==> config.mk <==
export PLATFORM = sky130hd
export DESIGN_NAME = wash_program_sequencer_top
export DESIGN_NICKNAME = d
export VERILOG_FILES = /design/src/sv/wps_pkg.sv /design/src/sv/wps_cfg.sv /design/src/sv/wps_in_reg.sv /design/src/sv/wps_core.sv /design/src/sv/wash_program_sequencer_top.sv
export SDC_FILE = /design/constraint.sdc
export NUM_CORES = 1
export LEC_CHECK = 0
export ABC_AREA = 1
export BUFFER_PORTS_ARGS = -buffer_cell sky130_fd_sc_hd__buf_2
export CAP_MARGIN = 20
export CORE_ASPECT_RATIO = 1.1
export CORE_UTILIZATION = 31
export DETAILED_ROUTE_END_ITERATION = 7
export HOLD_SLACK_MARGIN = 0.08
export MAX_ROUTING_LAYER = met4
export SLEW_MARGIN = 40
export SYNTH_ARGS = -nofsm -noshare
export SYNTH_HDL_FRONTEND = slang
export SYNTH_SLANG_ARGS = --single-unit
==> constraint.sdc <==
create_clock -name clk -period 7.4 [get_ports clk]
set_input_delay 2.22 -clock clk [delete_from_list [all_inputs] [get_ports clk]]
set_output_delay 2.22 -clock clk [all_outputs]
set_load 0.01 [all_outputs]
==> src/sv/wps_pkg.sv <==
// Shared types, codes and step tables for the wash program sequencer.
package wps_pkg;

	// Mode codes
	localparam logic [3:0] MODE_IDLE = 4'd0;
	localparam logic [3:0] MODE_SEL1 = 4'd1;
	localparam logic [3:0] MODE_SEL2 = 4'd2;
	localparam logic [3:0] MODE_SEL3 = 4'd3;
	localparam logic [3:0] MODE_ARM1 = 4'd4;
	localparam logic [3:0] MODE_ARM2 = 4'd5;
	localparam logic [3:0] MODE_ARM3 = 4'd6;
	localparam logic [3:0] MODE_RUN1 = 4'd7;
	localparam logic [3:0] MODE_RUN2 = 4'd8;
	localparam logic [3:0] MODE_RUN3 = 4'd9;

	// Offset from a selected mode to its armed mode, and armed to running
	localparam logic [3:0] MODE_STRIDE = 4'd3;

	// Configuration register indexes
	localparam logic [1:0] REG_TICK_INC  = 2'd0;
	localparam logic [1:0] REG_SPIN_LOW  = 2'd1;
	localparam logic [1:0] REG_SPIN_HIGH = 2'd2;

	localparam int CFG_BITS = 10;
	localparam int DUR_BITS = 14;

	localparam logic [CFG_BITS-1:0] TICK_INC_RST  = 10'd50;
	localparam logic [CFG_BITS-1:0] SPIN_LOW_RST  = 10'd717;
	localparam logic [CFG_BITS-1:0] SPIN_HIGH_RST = 10'd819;

	// LED spin bits (bits 7:6)
	localparam logic [1:0] LED_SPIN_LOW  = 2'b01;
	localparam logic [1:0] LED_SPIN_HIGH = 2'b10;

	typedef struct packed {
		logic spin_on;
		logic spin_off;
		logic prog_three;
		logic prog_two;
		logic prog_one;
		logic start;
	} btn_t;

	typedef struct packed {
		logic [CFG_BITS-1:0] tick_increment_ms;
		logic [CFG_BITS-1:0] spin_low_speed;
		logic [CFG_BITS-1:0] spin_high_speed;
	} cfg_t;

	typedef struct packed {
		logic [3:0]         mode_shown;
		logic [2:0]         step_shown;
		logic [1:0]         program_shown;
		logic [7:0]         led_pattern;
		logic signed [10:0] speed_setpoint;
	} res_t;

	// Number of steps of a program (p = program - 1)
	function automatic logic [2:0] prog_len(input logic [1:0] p);
		logic [2:0] n;
		unique case (p)
			2'd0:    n = 3'd5;
			2'd1:    n = 3'd4;
			default: n = 3'd2;
		endcase
		return n;
	endfunction

	// Step duration in ms
	function automatic logic [DUR_BITS-1:0] step_dur(input logic [1:0] p,
			input logic [2:0] idx);
		logic [DUR_BITS-1:0] d;
		d = '0;
		unique case (p)
			2'd0: begin
				if (idx == 3'd4) d = 14'd10000;
				else if (idx < 3'd4) d = 14'd4000;
			end
			2'd1: begin
				unique case (idx)
					3'd0:    d = 14'd2000;
					3'd1:    d = 14'd4000;
					3'd2:    d = 14'd2000;
					3'd3:    d = 14'd6000;
					default: d = '0;
				endcase
			end
			default: begin
				if (idx < 3'd2) d = 14'd3000;
			end
		endcase
		return d;
	endfunction

	// Step speed, Q3.8 signed; spin steps take the selected spin speed
	function automatic logic signed [10:0] step_speed(input logic [1:0] p,
			input logic [2:0] idx, input logic [CFG_BITS-1:0] spin);
		logic signed [10:0] s;
		logic signed [10:0] sp;
		sp = $signed({1'b0, spin});
		s = '0;
		unique case (p)
			2'd0: begin
				unique case (idx)
					3'd0:    s = 11'sd256;
					3'd1:    s = -11'sd256;
					3'd2:    s = 11'sd256;
					3'd3:    s = '0;
					default: s = sp;
				endcase
			end
			2'd1: begin
				unique case (idx)
					3'd0:    s = -11'sd128;
					3'd1:    s = 11'sd256;
					3'd3:    s = sp;
					default: s = '0;
				endcase
			end
			default: begin
				if (idx == 3'd0) s = -sp;
				else if (idx == 3'd1) s = sp;
			end
		endcase
		return s;
	endfunction

endpackage

==> src/sv/wps_cfg.sv <==
// Configuration register file of the wash program sequencer.
module wps_cfg (
	input  logic                          clk,
	input  logic                          arst_n,
	input  logic                          cfg_we,
	input  logic [1:0]                    cfg_index,
	input  logic [wps_pkg::CFG_BITS-1:0]  cfg_wdata,
	output wps_pkg::cfg_t                 cfg
);

	wps_pkg::cfg_t cfg_q;

	// Write the addressed register; unknown indexes drop
	always_ff @(posedge clk or negedge arst_n) begin
		if (!arst_n) begin
			cfg_q.tick_increment_ms <= wps_pkg::TICK_INC_RST;
			cfg_q.spin_low_speed    <= wps_pkg::SPIN_LOW_RST;
			cfg_q.spin_high_speed   <= wps_pkg::SPIN_HIGH_RST;
		end else if (cfg_we) begin
			if (cfg_index == wps_pkg::REG_TICK_INC) cfg_q.tick_increment_ms <= cfg_wdata;
			if (cfg_index == wps_pkg::REG_SPIN_LOW) cfg_q.spin_low_speed <= cfg_wdata;
			if (cfg_index == wps_pkg::REG_SPIN_HIGH) cfg_q.spin_high_speed <= cfg_wdata;
		end
	end

	assign cfg = cfg_q;

endmodule

==> src/sv/wps_in_reg.sv <==
// Input register stage: captures one button item and hands it to the core.
module wps_in_reg (
	input  logic          clk,
	input  logic          arst_n,
	input  logic          s_tvalid,
	output logic          s_tready,
	input  logic [7:0]    s_tdata,
	input  logic          out_free,
	output logic          advance,
	output wps_pkg::btn_t btn_s1
);

	logic valid_s1;

	// Move the held item on when the result register can take it
	assign advance  = valid_s1 && out_free;
	assign s_tready = !valid_s1 || out_free;

	always_ff @(posedge clk or negedge arst_n) begin
		if (!arst_n) begin
			valid_s1 <= 1'b0;
		end else if (s_tready) begin
			valid_s1 <= s_tvalid;
		end
	end

	// Hold the payload; bits 7:6 are padding
	always_ff @(posedge clk) begin
		if (s_tready && s_tvalid) begin
			btn_s1 <= wps_pkg::btn_t'(s_tdata[5:0]);
		end
	end

endmodule

==> src/sv/wps_core.sv <==
// Sequencer state and next-state logic: each item that moves on updates the state.
module wps_core #(
	parameter int TIMER_BITS = 16
) (
	input  logic          clk,
	input  logic          arst_n,
	input  logic          advance,
	input  wps_pkg::btn_t btn_s1,
	input  wps_pkg::cfg_t cfg,
	output wps_pkg::res_t res
);

	logic [3:0]            mode_q, mode_n;
	logic [1:0]            prog_q, prog_n;
	logic                  spin_q, spin_n;
	logic [2:0]            step_q, step_n;
	logic [TIMER_BITS-1:0] timer_q, timer_n;
	logic signed [10:0]    setp_q, setp_n;
	logic [7:0]            led_q, led_n;

	logic [1:0]                     own;
	logic [1:0]                     p;
	logic [2:0]                     len;
	logic [2:0]                     step_inc;
	logic [TIMER_BITS-1:0]          timer_sum;
	logic [wps_pkg::CFG_BITS-1:0]   spin_spd;

	assign own       = mode_q[1:0];
	assign p         = 2'(mode_q - wps_pkg::MODE_RUN1);
	assign len       = wps_pkg::prog_len(p);
	assign step_inc  = step_q + 3'd1;
	assign timer_sum = timer_q + TIMER_BITS'(cfg.tick_increment_ms);
	assign spin_spd  = spin_q ? cfg.spin_high_speed : cfg.spin_low_speed;

	// Next state for the item at the input register
	always_comb begin
		mode_n  = mode_q;
		prog_n  = prog_q;
		spin_n  = spin_q;
		step_n  = step_q;
		timer_n = timer_q;
		setp_n  = setp_q;
		led_n   = led_q;
		unique case (mode_q)
			wps_pkg::MODE_SEL1, wps_pkg::MODE_SEL2, wps_pkg::MODE_SEL3: begin
				led_n[5:0] = {own == 2'd3, own == 2'd2, own == 2'd1, 3'b000};
				if (btn_s1.start) mode_n = mode_q + wps_pkg::MODE_STRIDE;
				if (btn_s1.spin_off) begin
					led_n[7:6] = wps_pkg::LED_SPIN_LOW;
					spin_n     = 1'b0;
				end
				if (btn_s1.spin_on) begin
					led_n[7:6] = wps_pkg::LED_SPIN_HIGH;
					spin_n     = 1'b1;
				end
				// Program change wins over start
				unique case (own)
					2'd1: begin
						if (btn_s1.prog_two) begin
							prog_n = 2'd2; mode_n = wps_pkg::MODE_SEL2;
						end else if (btn_s1.prog_three) begin
							prog_n = 2'd3; mode_n = wps_pkg::MODE_SEL3;
						end
					end
					2'd2: begin
						if (btn_s1.prog_one) begin
							prog_n = 2'd1; mode_n = wps_pkg::MODE_SEL1;
						end else if (btn_s1.prog_three) begin
							prog_n = 2'd3; mode_n = wps_pkg::MODE_SEL3;
						end
					end
					default: begin
						if (btn_s1.prog_one) begin
							prog_n = 2'd1; mode_n = wps_pkg::MODE_SEL1;
						end else if (btn_s1.prog_two) begin
							prog_n = 2'd2; mode_n = wps_pkg::MODE_SEL2;
						end
					end
				endcase
			end
			wps_pkg::MODE_ARM1, wps_pkg::MODE_ARM2, wps_pkg::MODE_ARM3: begin
				// Run on release of start
				if (!btn_s1.start) begin
					step_n  = '0;
					timer_n = '0;
					mode_n  = mode_q + wps_pkg::MODE_STRIDE;
				end
			end
			wps_pkg::MODE_RUN1, wps_pkg::MODE_RUN2, wps_pkg::MODE_RUN3: begin
				if (btn_s1.start || step_q >= len) begin
					mode_n = wps_pkg::MODE_IDLE;
				end else begin
					setp_n  = wps_pkg::step_speed(p, step_q, spin_spd);
					timer_n = timer_sum;
					if (timer_sum > TIMER_BITS'(wps_pkg::step_dur(p, step_q))) begin
						timer_n = '0;
						step_n  = step_inc;
						if (step_inc == len) mode_n = wps_pkg::MODE_IDLE;
					end
				end
			end
			default: begin
				mode_n     = wps_pkg::MODE_IDLE;
				led_n[5:0] = '0;
				step_n     = '0;
				timer_n    = '0;
				setp_n     = '0;
				if (btn_s1.prog_two) begin
					prog_n = 2'd2; mode_n = wps_pkg::MODE_SEL2;
				end else if (btn_s1.prog_three) begin
					prog_n = 2'd3; mode_n = wps_pkg::MODE_SEL3;
				end else if (btn_s1.prog_one) begin
					prog_n = 2'd1; mode_n = wps_pkg::MODE_SEL1;
				end
			end
		endcase
	end

	// Commit the state when the item moves on
	always_ff @(posedge clk or negedge arst_n) begin
		if (!arst_n) begin
			mode_q  <= wps_pkg::MODE_IDLE;
			prog_q  <= 2'd1;
			spin_q  <= 1'b0;
			step_q  <= '0;
			timer_q <= '0;
			setp_q  <= '0;
			led_q   <= '0;
		end else if (advance) begin
			mode_q  <= mode_n;
			prog_q  <= prog_n;
			spin_q  <= spin_n;
			step_q  <= step_n;
			timer_q <= timer_n;
			setp_q  <= setp_n;
			led_q   <= led_n;
		end
	end

	assign res.speed_setpoint = setp_n;
	assign res.led_pattern    = led_n;
	assign res.program_shown  = prog_n;
	assign res.step_shown     = step_n;
	assign res.mode_shown     = mode_n;

	// Mode stays within its ten codes
	a_mode_range: assert property (@(posedge clk) disable iff (!arst_n)
		mode_q <= wps_pkg::MODE_RUN3)
		else $error("mode out of range");

	// Selected program is always 1 to 3
	a_prog_range: assert property (@(posedge clk) disable iff (!arst_n)
		prog_q != 2'd0)
		else $error("program selection zero");

	// A run never sits past its last step
	a_step_in_run: assert property (@(posedge clk) disable iff (!arst_n)
		(mode_q >= wps_pkg::MODE_RUN1) |-> (step_q < len))
		else $error("step beyond program length");

	// Idle clears the setpoint
	a_idle_clear: assert property (@(posedge clk) disable iff (!arst_n)
		(advance && mode_q == wps_pkg::MODE_IDLE) |=> (setp_q == 11'sd0))
		else $error("setpoint not cleared in idle");

endmodule

==> src/sv/wash_program_sequencer_top.sv <==
// Top level of the wash program sequencer: input stage, core, config and result register.
//
// Usage: each item on the s_ channel is one timer tick carrying six button
// levels. For every accepted item exactly one result item leaves on the m_
// channel, holding the setpoint, LED byte, program, step and mode after that
// tick's update. Configuration registers (tick increment, low and high spin
// speed) are written through cfg_we/cfg_index/cfg_wdata, by the user only while
// the block idles; the block itself does not enforce this.
// Path: an accepted item goes through the input register, then the result register.
// Throughput: one item per cycle while m_tready stays high; the state update is a
// single pass of logic between the input register and the result register.
// Stall: while m_tready is low the result register holds; the input register
// still takes one item if it is empty, then s_tready drops until the result is taken.
// Reset: arst_n clears the mode to idle, program 1, spin off, step, timer,
// setpoint and LEDs to zero, and the config registers to 50 ms, 717, 819.
module wash_program_sequencer_top #(
	parameter int TIMER_BITS = 16
) (
	input  logic        clk,
	input  logic        arst_n,
	input  logic        s_tvalid,
	output logic        s_tready,
	// [0] start_button, [1] prog_one_button, [2] prog_two_button,
	// [3] prog_three_button, [4] spin_off_button, [5] spin_on_button, [7:6] zero
	input  logic [7:0]  s_tdata,
	output logic        m_tvalid,
	input  logic        m_tready,
	// [10:0] speed_setpoint, [18:11] led_pattern, [20:19] program_shown,
	// [23:21] step_shown, [27:24] mode_shown, [31:28] zero
	output logic [31:0] m_tdata,
	input  logic        cfg_we,
	input  logic [1:0]  cfg_index,
	input  logic [9:0]  cfg_wdata
);

	wps_pkg::btn_t btn_s1;
	wps_pkg::cfg_t cfg;
	wps_pkg::res_t res;
	wps_pkg::res_t res_q;
	logic          advance;
	logic          out_free;
	logic          out_valid_q;

	assign out_free = !out_valid_q || m_tready;

	wps_cfg u_cfg (
		.clk       (clk),
		.arst_n    (arst_n),
		.cfg_we    (cfg_we),
		.cfg_index (cfg_index),
		.cfg_wdata (cfg_wdata),
		.cfg       (cfg)
	);

	wps_in_reg u_in (
		.clk      (clk),
		.arst_n   (arst_n),
		.s_tvalid (s_tvalid),
		.s_tready (s_tready),
		.s_tdata  (s_tdata),
		.out_free (out_free),
		.advance  (advance),
		.btn_s1   (btn_s1)
	);

	wps_core #(
		.TIMER_BITS (TIMER_BITS)
	) u_core (
		.clk     (clk),
		.arst_n  (arst_n),
		.advance (advance),
		.btn_s1  (btn_s1),
		.cfg     (cfg),
		.res     (res)
	);

	// Result register: load on advance, drop valid once taken
	always_ff @(posedge clk or negedge arst_n) begin
		if (!arst_n) begin
			out_valid_q <= 1'b0;
		end else if (advance) begin
			out_valid_q <= 1'b1;
		end else if (m_tready) begin
			out_valid_q <= 1'b0;
		end
	end

	always_ff @(posedge clk) begin
		if (advance) begin
			res_q <= res;
		end
	end

	assign m_tvalid = out_valid_q;
	assign m_tdata  = {4'b0000, res_q};

endmodule

==> out/metrics.yaml <==
status: "complete, but fails checks"
violations: "design-rule violations"
worstPathMaxFanout: 3
synth_cell_types: 54
required_ps: 5180
wl_per_cell_um: 13.2
postSynthAreaPerCell_um2: 8.19
clock_skew_ps: 9.46
slew_violations: 0
track_usage: 0.147
antenna_found_initial: 0
cts_resized: 0
drc_errors: 2
crit_type: "primary input to primary output"
drt_iter0_markers: 392
setup_viol: 0
die_area_um2: 21500
antenna_cells: 0
switching_share: 0.419
fin_tns_setup_ps: 0
place_ws_ps: 2550
cap_violations: 0
clkPwrFrac: 0.205
io_buffers: 52
end_kind: "primary output"
ys_ff_latch: 111
dr_total_vias: 5145
rsz0062_at_grt: "false"
clock-sinks: 111
first_pass_iters: 7
power_frac_comb: 0.438
worst_slack_ps: 2550
met2_usage: 0.222
synth_commonest_cells: "nand2_1, inv_1, o21ai_0"
tightest_slew_ps: 722
gr-total-overflow: 0
place_hpwl_um: 10600
design_area_um2: 7270
use_met1: 0.202
p_leak_nw: 3.62
start_util: 0.316
switchingPower_mw: 1.01
grt_pass1_vias: 4940
start_kind: "primary input"
cts_inserted_buffers: 9
wl_um: 14400
report.power.total_mw: 2.41
synth_top_flop_cell: "dfrtp_1"
cts_tree: "built"
viasPerCell: 4.69
worstSkewPairLatency_ps: 360
syn_area_um2: 6480
place_area_um2: 6970
cellInternalPower_mw: 1.40
grt_max_degree: 78
synth_edf_count: 34
drtAntennaViolNets: 0
final-hold-violation-count: 0
hp-class: "flip-flop to flip-flop"
powerDensity_nw_per_um2: 331
grt_util_met3: 0.0234
crit_arrival_ps: 2630
ys_warn_count: 0
synth.most_common_cell: "nand2_1"
synth_top_area_cell: "dfrtp_1"
core_area_um2: 20500
area_delta_synth_final_pct: 12.3
max_freq_ghz: 0.206
fillCellCount: 2136
vdd_drop_max_v: 0.000137
syn_inst: 791
cts_hold_buffers: 0
fp-row-count: 55
die_height_um: 154
synth_area_leaders: "dfrtp_1, edfxtp_1, nand2_1, ha_1, dfstp_2"
io_pins: 59
finalCriticalPeriod_ps: 4850
max_slew_margin: 0.519
synth_top_cell_area_share: 0.236
max-clock-path-buffers: 2
async_flop_share: 0.694
fin_nets: 896
gp_congestion: 0.848
drive_gt1_frac: 0.154
cts-root-buf: "clkbuf_16"
grt_pass1_wl_um: 24600
die_w_um: 140
min_period_over_period: 0.655
postCtsSetupBuffers: 0
power_frac_seq: 0.358
h-tree-depth: 3
ys_seq_area_frac: 0.458
grt_busiest_layer: "met2"
clkTransAtPathRegs_ps: 70
## state kept, by name, indices dropped and copies added (netlist names)
signal          flops
u_in.valid_s1       1
u_in.btn_s1         6
u_core.setp_q      11
u_core.mode_q       4
m_tvalid            1
u_core.prog_q       2
u_cfg.cfg          30
u_core.spin_q       1
u_core.led_q        8
u_core.timer_q     16
m_tdata            28
u_core.step_q       3
## stage by stage
step | util | instances | hold WS [ps]
2_1_floorplan | - | 794 | 436
3_3_place_gp | 0.339 | 1080 | 450
3_5_place_dp | 0.340 | 1080 | 456
4_1_cts | 0.354 | 1096 | 475
5_1_grt | 0.355 | 1096 | 500
6_report | 0.355 | 1096 | 471
## power groups by stage
stage	clock network, mW	logic [mW]	registers, mW
after floorplan	0	0.759	0.872
after global placement	0	1.04	0.871
after detailed placement	0	1.05	0.874
after CTS	0.512	1.05	0.862
after global routing	0.529	1.20	0.879
final	0.493	1.05	0.861
## per-layer routing
metal / vias up / wire length, um
met5: - / 0
met4: 0 / 160
met3: 11 / 543
met2: 103 / 6360
met1: 2366 / 7370
li1: 2665 / -
## cells in the final DEF (no fill, tap or decap), types with 2 or more instances in the layout
master       n
xnor2_1      2
nand3_2      2
edfxtp_1    34
a31oi_1      6
and2_1       3
nand2_2      2
o21ai_2     11
nor3_1       5
nor4_1       2
o211ai_1     6
dfrtp_1     61
nand4_1      2
conb_1       4
clkbuf_8     3
xor2_1      13
ha_1        35
a21boi_0     2
or2_2        7
inv_2        7
clkbuf_16    9
o22ai_2      2
nor2_1      47
nor2_2       4
o22ai_1      8
nand3b_1     2
o21ai_0     79
a31o_2       2
o31ai_1      4
a21oi_1     22
nand3_1     44
clkinv_4     3
o21ai_1      6
buf_2       51
inv_1      109
nand2_1    204
dfstp_2     16
nor3_2       2
## final timing paths
kind	start	to	slack [ps]	cells past startpoint
setup / recovery	m_tready	s_tready	2550	4
hold / removal	u_core.led_q[0]$_DFFE_PN0P_	u_core.led_q[0]$_DFFE_PN0P_	470	2
setup reg to reg	u_core.mode_q[0]$_DFFE_PN0P_	u_core.mode_q[3]$_DFFE_PN0P_	3160	19
hold reg to reg	u_core.led_q[0]$_DFFE_PN0P_	u_core.led_q[0]$_DFFE_PN0P_	470	2
max in group asynchronous	arst_n	u_core.mode_q[2]$_DFFE_PN0P_	5010	1
min in group asynchronous	arst_n	u_cfg.cfg[3]$_DFFE_PN0P_	1880	1
## layout make-up
| type | count | area (um^2) | share of cell area |
|---|---|---|---|
| flip-flops and latches | 111 | 2970 | 0.408 |
| multi-input cells | 542 | 2960 | 0.407 |
| inverters | 118 | 444 | 0.0611 |
| well taps | 256 | 320 | 0.0440 |
| repair buffers | 53 | 274 | 0.0377 |
| clock buffers | 12 | 267 | 0.0366 |
| clock inverters | 4 | 37.5 | 0.00516 |
## cells by family (layout without fill, tap and decap cells)
kind of cell | Yosys count | count (layout) | share of synthesized area
flops | 111 | 111 | 0.458
mux | 1 | 1 | 0.00155
xor+xnor | 15 | 15 | 0.0203
simple gates | 330 | 330 | 0.220
buf+inv | 141 | 187 | 0.0867
fa+ha+maj | 36 | 36 | 0.0707
other cells | 1 | 4 | 0.000579
compound gates | 156 | 156 | 0.142
## worst max-delay path: stages
cell     delay, ps
buf_2           90
inv_1           60
nand3_1        100
buf_2          160
Note: power is estimated with default switching activity, not from simulation.
